===== src/hdl/c8_ram.sv =====
`timescale 1ns / 1ps
module c8_ram #(
  parameter int WIDTH = 8,
  parameter int DEPTH = 256
) (
  input  logic                     clk,
  input  logic                     we,
  input  logic [$clog2(DEPTH)-1:0] waddr,
  input  logic [WIDTH-1:0]         wdata,
  input  logic [$clog2(DEPTH)-1:0] raddr,
  output logic [WIDTH-1:0]         rdata
);
  logic [WIDTH-1:0] mem [DEPTH];

  always_ff @(posedge clk) begin
    if (we) begin
      mem[waddr] <= wdata;
    end
    rdata <= mem[raddr];
  end
endmodule


===== config.mk =====
export PLATFORM = sky130hd
export DESIGN_NAME = c8_ram
export DESIGN_NICKNAME = d
export VERILOG_FILES = /design/src/hdl/c8_ram.sv
export SDC_FILE = /design/constraint.sdc
export NUM_CORES = 2
export LEC_CHECK = 0
export CAP_MARGIN = 30
export CORE_MARGIN = 4
export CORE_UTILIZATION = 50
export DETAILED_ROUTE_END_ITERATION = 12
export DONT_BUFFER_PORTS = 1
export GPL_ROUTABILITY_DRIVEN = 0
export PLACE_DENSITY = 0.65
export SYNTH_ARGS = -nofsm -noshare
export SYNTH_HDL_FRONTEND = slang
export SYNTH_SLANG_ARGS = --single-unit

===== constraint.sdc =====
create_clock -name clk -period 2.3 [get_ports clk]
set_input_delay 0.115 -clock clk [delete_from_list [all_inputs] [get_ports clk]]
set_output_delay 0.115 -clock clk [all_outputs]
set_load 0.01 [all_outputs]

Yosys cells after proc, flatten, opt, wreduce, memory -nomap -nowiden
Memories as Yosys holds them, arrays and structs flattened. A register that Yosys moved wholly into a read port is not among the register bits.
Index checks and enable logic that the tools add are counted.
Widths: inputs -> output; s select.
{"block": "word_totals", "ramBits": 2048, "regBits": 0, "out_inout_bits": 8, "inputBits": 26, "wordCells": 3, "mem_count": 1}
{"block": "classes", "muxes": 2}
{"memory": "mem", "words": 256, "word_bits": 8, "rd": 1, "rd_ports_with_merged_regs": 1, "write_ports": 1, "line_no": "13", "rtl": "logic [WIDTH-1:0] mem [DEPTH];"}
{"operator": "$mux 1", "n": 2}

Longest topological paths before layout
{"block": "depth", "ltp_word": 2, "mapped_depth": 11, "depth_no_buf": 6}

Least setup slack after synthesis
OpenSTA, ideal clock, no wires.
{"block": "synth_path", "kind": "input-to-reg", "start": "input raddr[0]", "end": "register rdata[2], read port of mem", "cell_stages": 9, "arrival_time_ns": 1.922, "slack_ns": 0.247, "n_path_buf": 4, "required_time_ns": 2.169, "setup_time_ns": 0.131, "path_cell_list": "buf_6 buf_12 buf_8 buf_2 mux4_2 a22oi_1 a21oi_1 nor4_1 nor4_2"}
{"item": "from (decl)", "line_no": "10", "rtl": "input logic [$clog2(DEPTH)-1:0] raddr,"}
{"item": "to (decl)", "line_no": "11", "rtl": "output logic [WIDTH-1:0] rdata"}

==> flow_metrics.py <==
metrics = {
    "status": {
        "run_status": "finished with violations",
        "violations": "hold timing, slew limit, setup timing",
    },
    "floorplan": {
        "io-pin-count": 34,
        "fp.dieW_um": 407,
        "core-area_mm2": 0.158,
        "start_util_pct": 50.3,
        "die_h_um": 407,
        "dieArea_mm2": 0.166,
        "num_rows": 146,
    },
    "placement": {
        "dp_hpwl_um": 106000,
        "postPlaceCellArea_mm2": 0.0841,
        "port_buffers": 0,
    },
    "global_route": {
        "grt_max_degree": 579,
        "first_global_vias": 39300,
        "grt_overflow": 0,
        "use_met2_pct": 35.5,
        "antenna_found_initial": 3,
        "met1_usage_pct": 33.6,
        "use_met3_pct": 5.92,
        "grt_pass1_wl_um": 277000,
        "top_usage_layer": "met2",
        "grtUsageTotal_pct": 23.3,
    },
    "pwr": {
        "power.density_mw_per_mm2": 836,
        "seqPwrFrac_pct": 54.6,
        "combinationalPowerShare_pct": 3.4,
        "clock_power_share_pct": 42.0,
        "swShare_pct": 19.5,
        "p_int_mw": 61.1,
        "switching_power_mw": 14.8,
        "peakVddDrop_uv": 648,
        "power_leakage_nw": 28.8,
    },
    "yosys": {
        "synth_edf_count": 2048,
        "yosys.area_share.simple_pct": 2.63,
        "synth_cell_types": 55,
        "synth_top_family_by_area": "multiplexers",
        "synthTopCellsByArea": "edfxtp_1, mux4_2, mux2i_1, nor2_1, a22oi_1",
        "ys_seq_elements": 2056,
        "synth-seq-area-share_pct": 77.5,
        "netlist_area_mm2": 0.0796,
        "yosysTopAreaCell": "edfxtp_1",
        "synthAdderAreaFrac_pct": 0,
        "postSynthAreaPerCell_um2": 21.3,
        "synth-async-reset-ratio_pct": 0,
        "synth_cells": 3733,
        "muxShareOfSynthArea_pct": 14.6,
        "ys.flop_type": "edfxtp_1",
        "synth_warnings": 0,
        "synth_top_area_share_pct": 77.3,
        "synth-xor-area-share_pct": 0,
        "syn-num-nets": 3759,
        "synth_compound_area_share_pct": 3.42,
    },
    "sta": {
        "final_max_slew_viol_count": 343,
        "finalHoldViolations": 2040,
        "period_minus_slack_ns": 3.20,
        "relSlewSlack_pct": -81.4,
        "fin_crit_sh_pct": 139,
        "maxClockFrequency_mhz": 312,
        "fin_skew_ns": 0.0293,
        "setup_viol": 8,
        "timing.final.ws_setup_ns": -0.902,
        "worst_pin_slew_ns": 2.72,
        "whs_ns": -0.563,
    },
    "routing": {
        "vias_per_cell": 6.17,
        "wire_per_inst_um": 29.9,
        "drt-initial-drc-count": 4364,
        "vias": 39400,
        "drt-total-wl_um": 191000,
        "drc_errors": 0,
        "ant_nets": 0,
        "dr.pass1.iters": 5,
    },
    "clocking": {
        "tritoncts": "yes",
        "clk_pin_slew_worst_paths_ns": 0.06,
        "numCtsBuffers": 202,
        "cts_sinks": 2056,
        "cts-root-buf": "clkbuf_16",
        "h-tree-depth": 4,
        "insertion_delay_ns": 0.81,
        "cts_buffer_depth": 3,
    },
    "worst_setup_path": {
        "crit_top_cell": "buf_4",
        "cp.buffers_inverters": 2,
        "required_ns": 2.97,
        "crit_family": "multiplexers",
        "critPathKind": "primary input to flip-flop",
        "cp_cell_sequence": "mux4_2 > and2_1 > nor3_1 > buf_4 > a21oi_1 > a22oi_1 > buf_4 > nor4_2",
        "slowest_delay_ns": 1.47,
        "cp-end-kind": "flip-flop",
        "cp-start-kind": "primary input",
        "crit_path_max_fanout": 578,
        "arrival_ns": 3.87,
        "critPathSlowestCell": "mux4_2",
    },
    "finish": {
        "multiInputGateArea_mm2": 0.0166,
        "nets": 4182,
        "area_growth_pct": 14.2,
        "seq_area_mm2": 0.0617,
        "num-fill-cells": 11600,
        "final_cell_area_mm2": 0.0908,
        "drive_gt1_share_pct": 28.0,
    },
    "run": {
        "cap_violations": 0,
    },
    "min_path": {
        "hold_path_class": "primary input to flip-flop",
    },
}
sequential cells by signal, summed over array words and instances (netlist names):
name and flops:
mem 2048, rdata 8
cell families after synthesis:
kind of cell	count (synthesis)
buffers and inverters	235
muxes	591
DFF	2056
AOI/OAI and AO/OA	385
and+or+nand+nor	466
layout by cell type, fill, tap and decap left out, types with 39 or more instances in the layout:
cell type | synthesis | layout
a21oi_1 | 96 | 96
a22oi_1 | 133 | 131
buf_4 | 27 | 422
clkbuf_1 | 111 | 44
clkbuf_16 | 0 | 205
clkinv_1 | 1 | 42
clkinv_2 | 0 | 39
edfxtp_1 | 2048 | 2048
mux2i_1 | 134 | 134
mux4_2 | 454 | 454
nor2_1 | 282 | 278
o221ai_1 | 46 | 46
through the flow:
step                      setup slack, ns  utilization (%)  TNS, ns  cells  power (mW)
after global routing               -0.236             57.4    -1.09   6386        78.1
after floorplan                     0.247                -        0   3733        44.1
final                              -0.902             57.4    -6.31   6387        75.9
after CTS                         0.00132             57.3        0   6383        76.3
after detailed placement           -0.261             53.2    -1.02   6003        44.6
after global placement              -1.00             53.1    -4.36   6000        44.6
path summary, 6_finish.rpt:
check                                           start              endpoint  slack (ns)  depth (start not counted)
worst max-delay path                         raddr[0]      rdata[6]$_DFF_P_       -0.90                          8
worst min-delay path                         wdata[4]  mem[85][4]$_DFFE_PP_       -0.56                          0
worst min register to register   mem[32][5]$_DFFE_PP_      rdata[5]$_DFF_P_        1.08                          7
worst max register to register  mem[138][2]$_DFFE_PP_      rdata[2]$_DFF_P_        0.04                          7
cells in the mapped netlist (all sizes together) (4+ instances only):
cell type	n
nand2b	8
or2	4
nand3	34
a2111oi	5
o21ai	12
o211ai	10
edfxtp	2048
nand2	33
o32ai	5
nor4	27
a221oi	14
a22oi	133
o22ai	28
mux2i	134
dfxtp	8
buf	122
and2	6
a22o	8
clkbuf	111
a21oi	96
nor3	22
nand4	10
nor2	282
a211oi	16
o221ai	47
o22a	5
nor2b	31
mux4	456
per-layer routing:
layer	wire length, um	vias to the layer above
met5	25	-
met3	18000	297
met1	77200	20800
li1	-	16500
met4	5460	4
met2	90500	1744
timing repair:
item	4_1_cts	5_1_grt
setup endpoints to repair	6	16
pin swaps	0	5
hold buffers	18	1
gates resized for setup	9	18
buffers inserted	0	1
endpoints found under the hold margin	2627	2054
worst reg2reg max path: cells and delay by family, from the launching register on:
kind                   cells  cell delay, ns
flip-flops                 1            0.36
AND/OR/NAND/NOR            3            0.52
buffers and inverters      1            0.18
AO/OA/AOI/OAI              1            0.09
multiplexers               2            1.01
power by group through the flow:
stage | clock [mW] | sequential [mW] | combinational [mW]
after floorplan | 0 | 42.1 | 2.01
after global placement | 0 | 42.2 | 2.38
after detailed placement | 0 | 42.2 | 2.38
after CTS | 32.4 | 41.4 | 2.46
after global routing | 34.1 | 41.4 | 2.62
final | 31.9 | 41.4 | 2.57
area by class of cell:
| cell class | instances | share of cell area, % |
|---|---|---|
| flip-flops and latches | 2056 | 67.9 |
| multi-input cells | 1442 | 18.3 |
| clock buffers | 253 | 5.89 |
| repair buffers | 452 | 3.92 |
| well taps | 2072 | 2.85 |
| clock inverters | 109 | 1.12 |
| inverters | 2 | 0.00827 |
| diodes | 1 | 0.00276 |
(Power assumes the default switching activity.)
