File: src/hdl/c8_pkg.sv
`timescale 1ns / 1ps
package c8_pkg;

  localparam int MEM_BYTES = 4096;
  localparam int FRAME_W   = 64;
  localparam int FRAME_H   = 32;
  localparam int MEM_AW    = $clog2(MEM_BYTES);
  localparam int FR_AW     = $clog2(FRAME_W * FRAME_H);

  localparam logic [11:0] RESET_START = 12'h200;
  localparam logic [11:0] FONT_BASE   = 12'h050;
  localparam logic [11:0] FONT_END    = 12'h09F;

  localparam logic [7:0] FONT_ROM [80] = '{
    8'hF0, 8'h90, 8'h90, 8'h90, 8'hF0, 8'h20, 8'h60, 8'h20, 8'h20, 8'h70,
    8'hF0, 8'h10, 8'hF0, 8'h80, 8'hF0, 8'hF0, 8'h10, 8'hF0, 8'h10, 8'hF0,
    8'h90, 8'h90, 8'hF0, 8'h10, 8'h10, 8'hF0, 8'h80, 8'hF0, 8'h10, 8'hF0,
    8'hF0, 8'h80, 8'hF0, 8'h90, 8'hF0, 8'hF0, 8'h10, 8'h20, 8'h40, 8'h40,
    8'hF0, 8'h90, 8'hF0, 8'h90, 8'hF0, 8'hF0, 8'h90, 8'hF0, 8'h10, 8'hF0,
    8'hF0, 8'h90, 8'hF0, 8'h90, 8'h90, 8'hE0, 8'h90, 8'hE0, 8'h90, 8'hE0,
    8'hF0, 8'h80, 8'h80, 8'h80, 8'hF0, 8'hE0, 8'h90, 8'h90, 8'h90, 8'hE0,
    8'hF0, 8'h80, 8'hF0, 8'h80, 8'hF0, 8'hF0, 8'h80, 8'hF0, 8'h80, 8'h80
  };

  typedef enum logic [1:0] {
    ITEM_WRITE = 2'd0,
    ITEM_EXEC  = 2'd1,
    ITEM_TICK  = 2'd2,
    ITEM_READ  = 2'd3
  } item_op_t;

  typedef enum logic [1:0] {
    STAT_OK    = 2'd0,
    STAT_OVF   = 2'd1,
    STAT_UNF   = 2'd2,
    STAT_BADOP = 2'd3
  } status_t;

  // instruction groups (top nibble)
  localparam logic [3:0] OPG_SYS  = 4'h0;
  localparam logic [3:0] OPG_JP   = 4'h1;
  localparam logic [3:0] OPG_CALL = 4'h2;
  localparam logic [3:0] OPG_SE   = 4'h3;
  localparam logic [3:0] OPG_SNE  = 4'h4;
  localparam logic [3:0] OPG_SEV  = 4'h5;
  localparam logic [3:0] OPG_LD   = 4'h6;
  localparam logic [3:0] OPG_ADD  = 4'h7;
  localparam logic [3:0] OPG_ALU  = 4'h8;
  localparam logic [3:0] OPG_SNEV = 4'h9;
  localparam logic [3:0] OPG_LDI  = 4'hA;
  localparam logic [3:0] OPG_JPV  = 4'hB;
  localparam logic [3:0] OPG_RND  = 4'hC;
  localparam logic [3:0] OPG_DRW  = 4'hD;
  localparam logic [3:0] OPG_KEY  = 4'hE;
  localparam logic [3:0] OPG_MISC = 4'hF;

  localparam logic [11:0] SYS_CLS = 12'h0E0;
  localparam logic [11:0] SYS_RET = 12'h0EE;
  localparam logic [7:0]  KEY_SKP  = 8'h9E;
  localparam logic [7:0]  KEY_SKNP = 8'hA1;
  localparam logic [7:0]  FX_LDDT  = 8'h07;
  localparam logic [7:0]  FX_WAITK = 8'h0A;
  localparam logic [7:0]  FX_SETDT = 8'h15;
  localparam logic [7:0]  FX_SETST = 8'h18;
  localparam logic [7:0]  FX_ADDI  = 8'h1E;
  localparam logic [7:0]  FX_FONT  = 8'h29;
  localparam logic [7:0]  FX_BCD   = 8'h33;
  localparam logic [7:0]  FX_STORE = 8'h55;
  localparam logic [7:0]  FX_LOAD  = 8'h65;

  // encodings match the low nibble of 8xyN
  typedef enum logic [3:0] {
    ALU_PASSB = 4'h0,
    ALU_OR    = 4'h1,
    ALU_AND   = 4'h2,
    ALU_XOR   = 4'h3,
    ALU_ADD   = 4'h4,
    ALU_SUB   = 4'h5,
    ALU_SHR   = 4'h6,
    ALU_SUBN  = 4'h7,
    ALU_SHL   = 4'hE
  } alu_op_t;

  typedef struct packed {
    alu_op_t    op;
    logic [7:0] a;
    logic [7:0] b;
  } alu_req_t;

  typedef struct packed {
    logic [7:0] res;
    logic       flag;
  } alu_rsp_t;

endpackage

File: src/hdl/c8_alu.sv
`timescale 1ns / 1ps
module c8_alu (
  input  c8_pkg::alu_req_t req,
  output c8_pkg::alu_rsp_t rsp
);
  import c8_pkg::*;

  logic [8:0] sum;

  always_comb begin
    sum = {1'b0, req.a} + {1'b0, req.b};
    rsp = '0;
    case (req.op)
      ALU_PASSB: rsp.res = req.b;
      ALU_OR:    rsp.res = req.a | req.b;
      ALU_AND:   rsp.res = req.a & req.b;
      ALU_XOR:   rsp.res = req.a ^ req.b;
      ALU_ADD: begin
        rsp.res  = sum[7:0];
        rsp.flag = sum[8];
      end
      ALU_SUB: begin
        rsp.res  = req.a - req.b;
        rsp.flag = (req.a >= req.b);
      end
      ALU_SUBN: begin
        rsp.res  = req.b - req.a;
        rsp.flag = (req.b >= req.a);
      end
      ALU_SHR: begin
        rsp.res  = {1'b0, req.a[7:1]};
        rsp.flag = req.a[0];
      end
      ALU_SHL: begin
        rsp.res  = {req.a[6:0], 1'b0};
        rsp.flag = req.a[7];
      end
      default: rsp.res = req.b;
    endcase
  end
endmodule

File: config.mk
export PLATFORM = sky130hd
export DESIGN_NAME = c8_alu
export DESIGN_NICKNAME = d
export VERILOG_FILES = /design/src/hdl/c8_pkg.sv /design/src/hdl/c8_alu.sv
export SDC_FILE = /design/constraint.sdc
export NUM_CORES = 1
export LEC_CHECK = 0
export BUFFER_PORTS_ARGS = -buffer_cell sky130_fd_sc_hd__buf_4
export CAP_MARGIN = 20
export CORE_ASPECT_RATIO = 2
export CORE_MARGIN = 3
export CORE_UTILIZATION = 35
export DETAILED_ROUTE_END_ITERATION = 12
export SETUP_SLACK_MARGIN = 0.02
export SLEW_MARGIN = 30
export SYNTH_ARGS = -nofsm -noshare
export SYNTH_HDL_FRONTEND = slang
export SYNTH_SLANG_ARGS = --single-unit
File: constraint.sdc
create_clock -name vclk -period 4.1
set_input_delay 0.205 -clock vclk [all_inputs]
set_output_delay 0.205 -clock vclk [all_outputs]
set_load 0.005 [all_outputs]
After elaboration in Yosys (flattened, before gate mapping)
Cells that the tools add are included.
- logic and storage cells: 18
- input port bits: 20
- bits in registers: 0
- output and inout bits: 9
- mux-type cells: 2
- bitwise logic cells: 3
- add/subtract/negate cells: 3
- equal/unequal tests: 8
- $lt $le $gt $ge: 2
- operator list (cell ; number):
    8-bit case mux with 8 select lines ; 1
    4-bit by 3-bit equality test with 1-bit output (second input constant) ; 4
    8-bit >= comparator ; 2
    8-bit subtractor ; 2
    8-bit by 8-bit adder with 9-bit output ; 1
    8-bit bitwise AND ; 1
    4-bit by 2-bit equality test with 1-bit output (second input constant) ; 2
    8-bit bitwise OR ; 1
    8-bit XOR ; 1
    1-bit case mux with 5 select lines ; 1
    4-bit by 1-bit equality test with 1-bit output (second input constant) ; 1
    4-bit equality test (second input constant) ; 1

Logic depth before layout (Yosys ltp)
Gate-level depths: netlist of the first run.
- depth after elaboration: 2
- gate-level depth with buffers: 9
- gate-level depth less buffers: 9

Worst setup path before layout of the first run
OpenSTA, ideal clock, no wires.
- path type: input port to output port
- start point: in req[0] (netlist bit)
- end point: out rsp[7] (netlist bit)
- cell stages on the path: 9
- setup slack: 2062 ps
- data arrival time: 1833 ps
- cell sequence: inv_1 -> ha_1 -> fa_1 -> o21bai_1 -> a21oi_1 -> o31a_1 -> a32o_1 -> o21ai_1 -> a41oi_1
- RTL lines (item ; RTL line ; text):
    start: declaration ; c8_alu.sv:3 ; input c8_pkg::alu_req_t req,
    end: declaration ; c8_alu.sv:4 ; output c8_pkg::alu_rsp_t rsp

==> summary.md, run 1 <==
| Metric | Value |
|---|---|
| Outcome | complete, no violations |
| Arr. time, crit path | about 2.3 ns |
| Share of cells above drive strength 1 | 0.124 |
| Num rows | 36 |
| Core ar. | 0.00495 mm2 |
| Fill cell instance count of the final layout | 552 |
| Total gr overflow | 0 |
| Mapped cell area | 0.00182 mm2 |
| Largest family of logic cells by synthesized area | compound AO/OA/AOI/OAI gates |
| Tot Pwr | 0.265 mW |
| Vias in the first global route | 2000 |
| Fin. Hold Viols | 0 |
| Post_cts resized | 0 |
| N_diodes | 0 |
| Minimum clock period | roughly 2.5 ns |
| RSZ-0062 raised after global routing | no |
| CP required | 3.89 ns |
| Layout area overhead | 12.1% |
| F_max | 392 MHz |
| Multiplexer share of the synthesized area | 0.0455 |
| Routed len/inst | between 15 and 20 um |
| Via density | 5.88 |
| PortBufs | 29 |
| Crit Path Class | in2out |
| DIE HEIGHT | 108 um |
| Synthesized instance count | 269 |
| Die area | 0.00614 mm2 |
| Initial drt markers | 88 |
| Syn nets | 324 |
| Num sequential | 0 |
| Synth Area in Compound Gates | 0.348 |
| ANT nets after route | 0 |
| Crit. Startpoint | req[10] |
| Leakage power | 0.929 nW |
| VDD IR-drop max | 0.0000611 V |
| DRC Markers | 0 |
| Synth Area in Simple Gates | 0.227 |
| Crit path capture | rsp[8] |
| Largest net degree at the start of global routing | 36 |
| Placed Area | between 0.002 and 0.0025 mm2 |
| Clock buf count | 0 |
| Final TNS setup | 0 ns |
| Nets@finish | 340 |
| IO Count | 29 |
| Placed wire-length estimate | around 4.6 mm |
| Synth unique cells | 54 |
| Final Cell Area | 0.00204 mm2 |
| Pwr Density | 130 mW/mm2 |
| Hold crit path type | in2out |
| Routed WL | slightly below 6 mm |
| CP endpoint kind | output pin |
| Register area | 0 um2 |
| Vias | 2000 |
| Adder-Cell Fraction of Synth Area | 0.253 |
| First-pass GRT wire length | 9.47 mm |
| Hold buffers post-CTS | 0 |
| Worst slew pin tran | 0.961 ns |
| Worst Path Max Fanout | 14 |
| Final RePlAce weighted congestion | approximately 1 |
| Drt pass-1 iters | 4 |
| Postcts setup bufs | 0 |
| Register area share after synthesis | 0 |
| Rel. slew slack | 0.355 |
| YS warnings | 0 |
| Slew Limit Fails | 0 |
| Die Wd | 56.9 um |
| Startpoint types | input port |
| Initial antenna violation count | 0 |
| Max Cap Viol | 0 |
| Xor and xnor area share after synthesis | 0.0289 |
| Mean area per synthesized cell | 6.75 um2 |
| Global Route Usage Sum | 0.188 |
| Setup-failing EPs final | 0 |
| Initial core utilization | 0.367 |
| Final period util | 0.621 |
[cell type report]
class / count / area [um2] / area share
Timing Repair Buffer: 29 / 218 / 0.107
Tap cell: 57 / 71.3 / 0.0350
Inverter: 28 / 105 / 0.0516
Multi-Input combinational cell: 226 / 1640 / 0.806
[placed cells by master, fill, tap and decap left out, types with 3 or more instances in the layout]
cell / instances
o21ai_0: 15
xnor2_1: 6
o31a_1: 4
nor2b_1: 5
nand3_1: 3
inv_1: 28
nand2_1: 19
o22ai_1: 5
a31oi_1: 4
nor3_1: 5
nand2b_1: 6
o21ai_1: 3
a22oi_1: 3
ha_1: 32
a21oi_1: 32
buf_4: 29
fa_1: 3
nor2_1: 29
mux2i_1: 6
a22o_1: 3
[cells by family (layout without fill, tap and decap cells)]
kind of cell | Yosys count | in the layout
xor gates and xnor gates | 6 | 6
adders and majority gates | 35 | 35
AOI/OAI and AO/OA | 95 | 95
and+or+nand+nor | 83 | 83
muxes | 7 | 7
buffers and inverters | 43 | 57
[worst min-delay path by stage]
| stage | start | to | slack [ns] | cells past startpoint |
|---|---|---|---|---|
| floorplan | req[0] | rsp[1] | 0.52 | 1 |
| global placement | req[0] | rsp[1] | 0.73 | 3 |
| detailed placement | req[0] | rsp[1] | 0.73 | 3 |
| CTS | req[0] | rsp[1] | 0.73 | 3 |
| global route | req[0] | rsp[1] | 0.75 | 3 |
| finish | req[0] | rsp[1] | 0.73 | 3 |
[report_power, final]
group | total, mW | switching, mW | internal [mW]
Sequential | 0 | 0 | 0
Combinational | 0.265 | 0.150 | 0.114
Clock | 0 | 0 | 0
Total | 0.265 | 0.150 | 0.114
[stage by stage]
| step | std cells | worst slack (ns) | utilization | hold slack [ns] |
|---|---|---|---|---|
| floorplan | 269 | 2.06 | - | 0.523 |
| global placement | 340 | 1.57 | 0.411 | 0.731 |
| detailed placement | 340 | 1.57 | 0.411 | 0.731 |
| CTS | 340 | 1.56 | 0.411 | 0.732 |
| global route | 340 | 1.34 | 0.411 | 0.751 |
| finish | 340 | 1.55 | 0.411 | 0.725 |
[per-layer routing]
metal  up-vias  GRT usage  routed length, um
met5         -          0                  0
met4         0     0.0597                264
met3        21    0.00480                282
met2        70      0.383               3210
met1       918      0.196               2080
li1        991          -                  -
[worst max-delay path, stage by stage]
cell and delay [ns]:
buf_4 0.11, inv_1 0.05, ha_1 0.58, nor3_1 0.14
nor3_1 0.30, o311ai_1 0.16, and3_1 0.21, o31a_1 0.27
a21oi_1 0.17, buf_4 0.13
[Yosys cell counts (3+ instances only)]
master	instances	area [um2]
a21oi_1	32	160
ha_1	32	400
nor2_1	29	109
inv_1	28	105
nand2_1	19	71.3
o21ai_0	15	75.1
clkbuf_1	7	26.3
mux2i_1	6	60.1
nand2b_1	6	37.5
xnor2_1	6	52.6
buf_2	5	25.0
nor2b_1	5	31.3
nor3_1	5	25.0
o22ai_1	5	31.3
a31oi_1	4	25.0
o31a_1	4	35.0
a22o_1	3	26.3
a22oi_1	3	22.5
fa_1	3	60.1
nand3_1	3	15.0
o21ai_1	3	15.0
No activity file was read; power rests on OpenSTA's default activity.
==> inputs of run 2 (changes only) <==
==> constraint.sdc (replaced) <==
create_clock -name vclk -period 2.2
set_input_delay 0.11 -clock vclk [all_inputs]
set_output_delay 0.11 -clock vclk [all_outputs]
set_load 0.005 [all_outputs]
==> run 2 against run 1 <==
Compared with the run above:
- flip-flop and latch count stayed put
- global-route usage rose by 1.2 points
- cell count is 11% higher
- first-iteration DRC count shrank 35%
- sequential share of layout area is the same
- setup slack worse by 1.5 ns
- via count grew 11%
- non-clock buffer count rose by 39
- critical path type unchanged
- critical endpoint is now rsp[7]
==> summary.md, run 2 (synthesis results as in run 1) <==
| Metric | Value |
|---|---|
| Outcome | complete, no violations (unchanged) |
| Nets@finish | 379 (was 340) |
| DIE HEIGHT | 108 um (unchanged) |
| Die Wd | 56.9 um (unchanged) |
| Initial core utilization | 0.367 (unchanged) |
| Worst Path Max Fanout | 3 (was 14) |
| Global Route Usage Sum | 0.200 (was 0.188) |
| Clock buf count | 0 (unchanged) |
| Initial antenna violation count | 0 (unchanged) |
| Startpoint types | input port (unchanged) |
| Vias in the first global route | 2131 (was 2000) |
| Setup-failing EPs final | 0 (unchanged) |
| N_diodes | 0 (unchanged) |
| Register area | 0 um2 (unchanged) |
| Max Cap Viol | 0 (unchanged) |
| Drt pass-1 iters | 4 (unchanged) |
| PortBufs | 29 (unchanged) |
| Hold path depth | 3 (unchanged) |
| DRC Markers | 0 (unchanged) |
| Worst setup margin | 0.0782 ns (was 1.55 ns) |
| Place WS | -0.0531 ns (was 1.57 ns) |
| Final RePlAce weighted congestion | 0.931 (was 0.973) |
| Total gr overflow | 0 (unchanged) |
| Arr. time, crit path | 2.01 ns (was 2.34 ns) |
| Die area | 0.00614 mm2 (unchanged) |
| Num rows | 36 (unchanged) |
| Rel. slew slack | 0.658 (was 0.355) |
| Share of cells above drive strength 1 | 0.320 (was 0.124) |
| First-pass GRT wire length | 9.98 mm (was 9.47 mm) |
| ANT nets after route | 0 (unchanged) |
| Minimum clock period | 2.12 ns |
| CP required | 2.09 ns (was 3.89 ns) |
| IO Count | 29 (unchanged) |
| Initial drt markers | 57 (was 88) |
| Num sequential | 0 (unchanged) |
| Commonest non-fill, non-tap cell in the layout | buf_4 |
| VDD IR-drop max | 0.000123 V (was 0.0000611 V) |
| Routed len/inst | 17.2 um (about the same) |
| Final period util | 0.964 |
| Pwr Density | 248 mW/mm2 (was 130 mW/mm2) |
| Worst slew pin tran | 0.511 ns (was 0.961 ns) |
| Crit Path Class | in2out (unchanged) |
| Hold crit path type | in2out (unchanged) |
| Vias | 2218 (was 2000) |
| Core ar. | 0.00495 mm2 (unchanged) |
| RSZ-0062 raised after global routing | yes (was no) |
| Placed wire-length estimate | 4.93 mm (was 4.61 mm) |
| Fin. Hold Viols | 0 (unchanged) |
| Tot Pwr | 0.634 mW (was 0.265 mW) |
| Slew Limit Fails | 0 (unchanged) |
| Most frequent cells in the layout | buf_4, nor2_1, a21oi_1 (was a21oi_1, ha_1, nor2_1, buf_4, inv_1) |
| Largest net degree at the start of global routing | 30 (was 36) |
| F_max | 471 MHz |
| Hold buffers post-CTS | 0 (unchanged) |
| Layout area overhead | 40.8% (was 12.1%) |
| Leakage power | 1.15 nW (was 0.929 nW) |
| Via density | 5.85 (was 5.88) |
| Routed WL | 6.51 mm (was 5.84 mm) |
| CP endpoint kind | output pin (unchanged) |
run 2: cell types whose count changed in the layout (fill, tap and decap cells not counted), sizes merged:
cell	change
buf	+39
run 2: area by class of cell:
type / instances / area [um2]
Multi-Input combinational cell: 226 / 1840
Fill cell: 512 / 2400
Inverter: 28 / 110
Tap cell: 57 / 71.3
Timing Repair Buffer: 68 / 533
run 2: power by group:
group / switching (mW) / total, mW / internal (mW)
combinational: 0.329 / 0.634 / 0.305
clock: 0 / 0 / 0
sequential: 0 / 0 / 0
run 2: through the flow:
step	utilization	instance area (um2)	instances	setup TNS, ns	hold slack (ns)
final	0.516	2560	379	0	0.556
after floorplan	-	1820	269	0	0.333
after CTS	0.467	2310	374	0	0.561
after global routing	0.516	2560	379	-0.0194	0.577
after global placement	0.461	2280	373	-0.127	0.559
after detailed placement	0.461	2280	373	-0.103	0.558
run 2: metal layers:
layer / up-vias / wire length (um) / global-route usage
li1: 1067 / - / -
met1: 1052 / 2420 / 0.215
met2: 73 / 3500 / 0.374
met3: 26 / 215 / 0.00720
met4: 0 / 386 / 0.113
met5: - / 0 / 0
run 2: timing repair:
item | 4_1_cts | 5_1_grt
gates resized for setup | 7 | 40
pin swaps | 2 | 21
buffers inserted | 1 | 5
cloned | 0 | 0
setup endpoints to repair | 4 | 6
run 2: worst max-delay path: stages:
cell,delay [ns]
buf_8,0.09
inv_4,0.04
ha_4,0.15
fa_2,0.34
o21bai_1,0.18
a21oi_2,0.11
o31a_1,0.30
a32o_1,0.25
o21ai_1,0.16
a41oi_2,0.12
buf_4,0.15
run 2: final timing paths:
path / start / to / slack, ns
worst max-delay path: req[0] / rsp[7] / 0.08
worst min-delay path: req[5] / rsp[6] / 0.56
==> inputs of run 3 (changes only) <==
--- a/config.mk
+++ b/config.mk
@@ -11,6 +11,7 @@
 export CORE_MARGIN = 3
 export CORE_UTILIZATION = 35
 export DETAILED_ROUTE_END_ITERATION = 12
+export MAX_ROUTING_LAYER = met4
 export SETUP_SLACK_MARGIN = 0.02
 export SLEW_MARGIN = 30
 export SYNTH_ARGS = -nofsm -noshare
==> run 3 against run 2 <==
Compared with the run above:
- non-clock buffer count increased by 4
- clock-buffer cell count unchanged
- cell count up 1.1%
- global-route usage is 1.2 points higher
- sequential share of layout area unchanged
- flip-flop and latch count unchanged
- maximum frequency grew 1.9%
- critical path depth unchanged
- hold slack got worse by 0.015 ns
- first-iteration DRC count increased by 98%
- wire length is 0.63% lower
- design area decreased by 1.6%
==> summary.md, run 3 (synthesis results as in run 1) <==
| Metric | Value |
|---|---|
| Leakage power | 1.15 nW (about the same) |
| Hold crit path type | in2out (unchanged) |
| Worst Path Max Fanout | 3 (unchanged) |
| Final RePlAce weighted congestion | 0.954 (was 0.931) |
| Crit Path Class | in2out (unchanged) |
| Arr. time, crit path | 1.97 ns (was 2.01 ns) |
| Crit path capture | rsp[0] (was rsp[7]) |
| ANT nets after route | 0 (unchanged) |
| Clock buf count | 0 (unchanged) |
| Cells after DPL | 376 (was 373) |
| Largest net degree at the start of global routing | 22 (was 30) |
| Initial drt markers | 113 (was 57) |
| RSZ-0062 raised after global routing | yes (unchanged) |
| Outcome | complete, no violations (unchanged) |
| Num rows | 36 (unchanged) |
| Routed WL | 6.47 mm (was 6.51 mm) |
| Startpoint types | input port (unchanged) |
| Slew Limit Fails | 0 (unchanged) |
| Rel. slew slack | 0.684 (was 0.658) |
| Vias in the first global route | 2229 (was 2131) |
| CP endpoint kind | output pin (unchanged) |
| Die Wd | 56.9 um (unchanged) |
| Most frequent cells in the layout | buf_4, a21oi_1, nor2_1 (was buf_4, nor2_1, a21oi_1) |
| Top Metal Used | met4 (unchanged) |
| Met2 WL | 3.60 mm (was 3.50 mm) |
| Fin cells | 383 (was 379) |
| Worst setup margin | 0.117 ns (was 0.0782 ns) |
| Vias | 2217 (was 2218) |
| Register area | 0 um2 (unchanged) |
| Nets@finish | 383 (was 379) |
| Max Cap Viol | 0 (unchanged) |
| WL met3 | 227 um (was 215 um) |
| Layout area overhead | 38.5% (was 40.8%) |
| Core ar. | 0.00495 mm2 (unchanged) |
| Global Route Usage Sum | 0.212 (was 0.200) |
| Initial core utilization | 0.367 (unchanged) |
| IO Count | 29 (unchanged) |
| CP required | 2.09 ns (about the same) |
| Pwr Density | 248 mW/mm2 (about the same) |
| DIE HEIGHT | 108 um (unchanged) |
| Total gr overflow | 0 (unchanged) |
| Placed wire-length estimate | 5.00 mm (was 4.93 mm) |
| Minimum clock period | 2.08 ns (was 2.12 ns) |
| Routed length on met1 | 2.42 mm (about the same) |
| F_max | 480 MHz (was 471 MHz) |
| Fin. Hold Viols | 0 (unchanged) |
| PortBufs | 29 (unchanged) |
| Final period util | 0.947 (was 0.964) |
| Setup-failing EPs final | 0 (unchanged) |
| Via density | 5.79 (was 5.85) |
| Drt pass-1 iters | 4 (unchanged) |
| Die area | 0.00614 mm2 (unchanged) |
| Place WS | -0.0422 ns (was -0.0531 ns) |
| Num sequential | 0 (unchanged) |
| DRC Markers | 0 (unchanged) |
| Routed len/inst | 16.9 um (was 17.2 um) |
| First-pass GRT wire length | 10.4 mm (was 9.98 mm) |
| Share of cells above drive strength 1 | 0.316 (was 0.320) |
| VDD IR-drop max | 0.000144 V (was 0.000123 V) |
| Crit. Startpoint | req[8] (was req[0]) |
| Fin Hold WS | 0.541 ns (was 0.556 ns) |
| N_diodes | 0 (unchanged) |
| Commonest non-fill, non-tap cell in the layout | buf_4 (unchanged) |
| Worst slew pin tran | 0.472 ns (was 0.511 ns) |
| Initial antenna violation count | 0 (unchanged) |
==> run 3: cell types whose count changed in the layout (fill, tap and decap cells not counted), sizes merged <==
| cell | delta |
|---|---|
| buf | +4 |
==> run 3: layout make-up <==
class | instances | area, um2
Tap cell | 57 | 71.3
Fill cell | 527 | 2440
Multi-Input combinational cell | 226 | 1790
Timing Repair Buffer | 72 | 548
Inverter | 28 | 108
==> run 3: through the flow <==
step	instance area [um2]	setup TNS [ns]	utilization	total power, mW
after floorplan	1820	0	-	0.338
after global placement	2310	-0.0570	0.465	0.552
after CTS	2340	0	0.472	0.565
final	2520	0	0.508	0.623
after detailed placement	2310	-0.101	0.465	0.555
after global routing	2520	-0.00316	0.508	0.684
==> run 3: timing repair <==
action	in CTS	in global routing
pin swaps	3	15
setup endpoints to repair	4	6
hold buffers	0	0
buffers inserted	1	6
endpoints found under the hold margin	0	0
gates resized for setup	7	29
==> run 3: worst min path at each step <==
stage / slack, ns / endpoint / cells past startpoint / start
floorplan: 0.33 / rsp[1] / 1 / req[0]
global placement: 0.54 / rsp[1] / 3 / req[0]
detailed placement: 0.54 / rsp[1] / 3 / req[0]
CTS: 0.56 / rsp[1] / 3 / req[0]
global route: 0.56 / rsp[1] / 3 / req[0]
finish: 0.54 / rsp[1] / 3 / req[0]
==> run 3: critical path, stage by stage <==
cell and delay [ns]:
buf_4 0.13, inv_2 0.08, ha_4 0.14, fa_2 0.23, o21bai_4 0.08, a21oi_4 0.15
a21oi_2 0.07, or4_1 0.46, a31oi_1 0.19, o221ai_1 0.16, buf_4 0.16
==> run 3: where the power goes <==
group / switching, mW / internal [mW]
clock network: 0 / 0
logic: 0.322 / 0.301
registers: 0 / 0
==> run 3: per-layer routing <==
metal / GRT usage / up-vias
li1: - / 1077
met1: 0.227 / 1039
met2: 0.402 / 77
met3: 0.00600 / 24
met4: 0.0763 / 0
met5: - / -
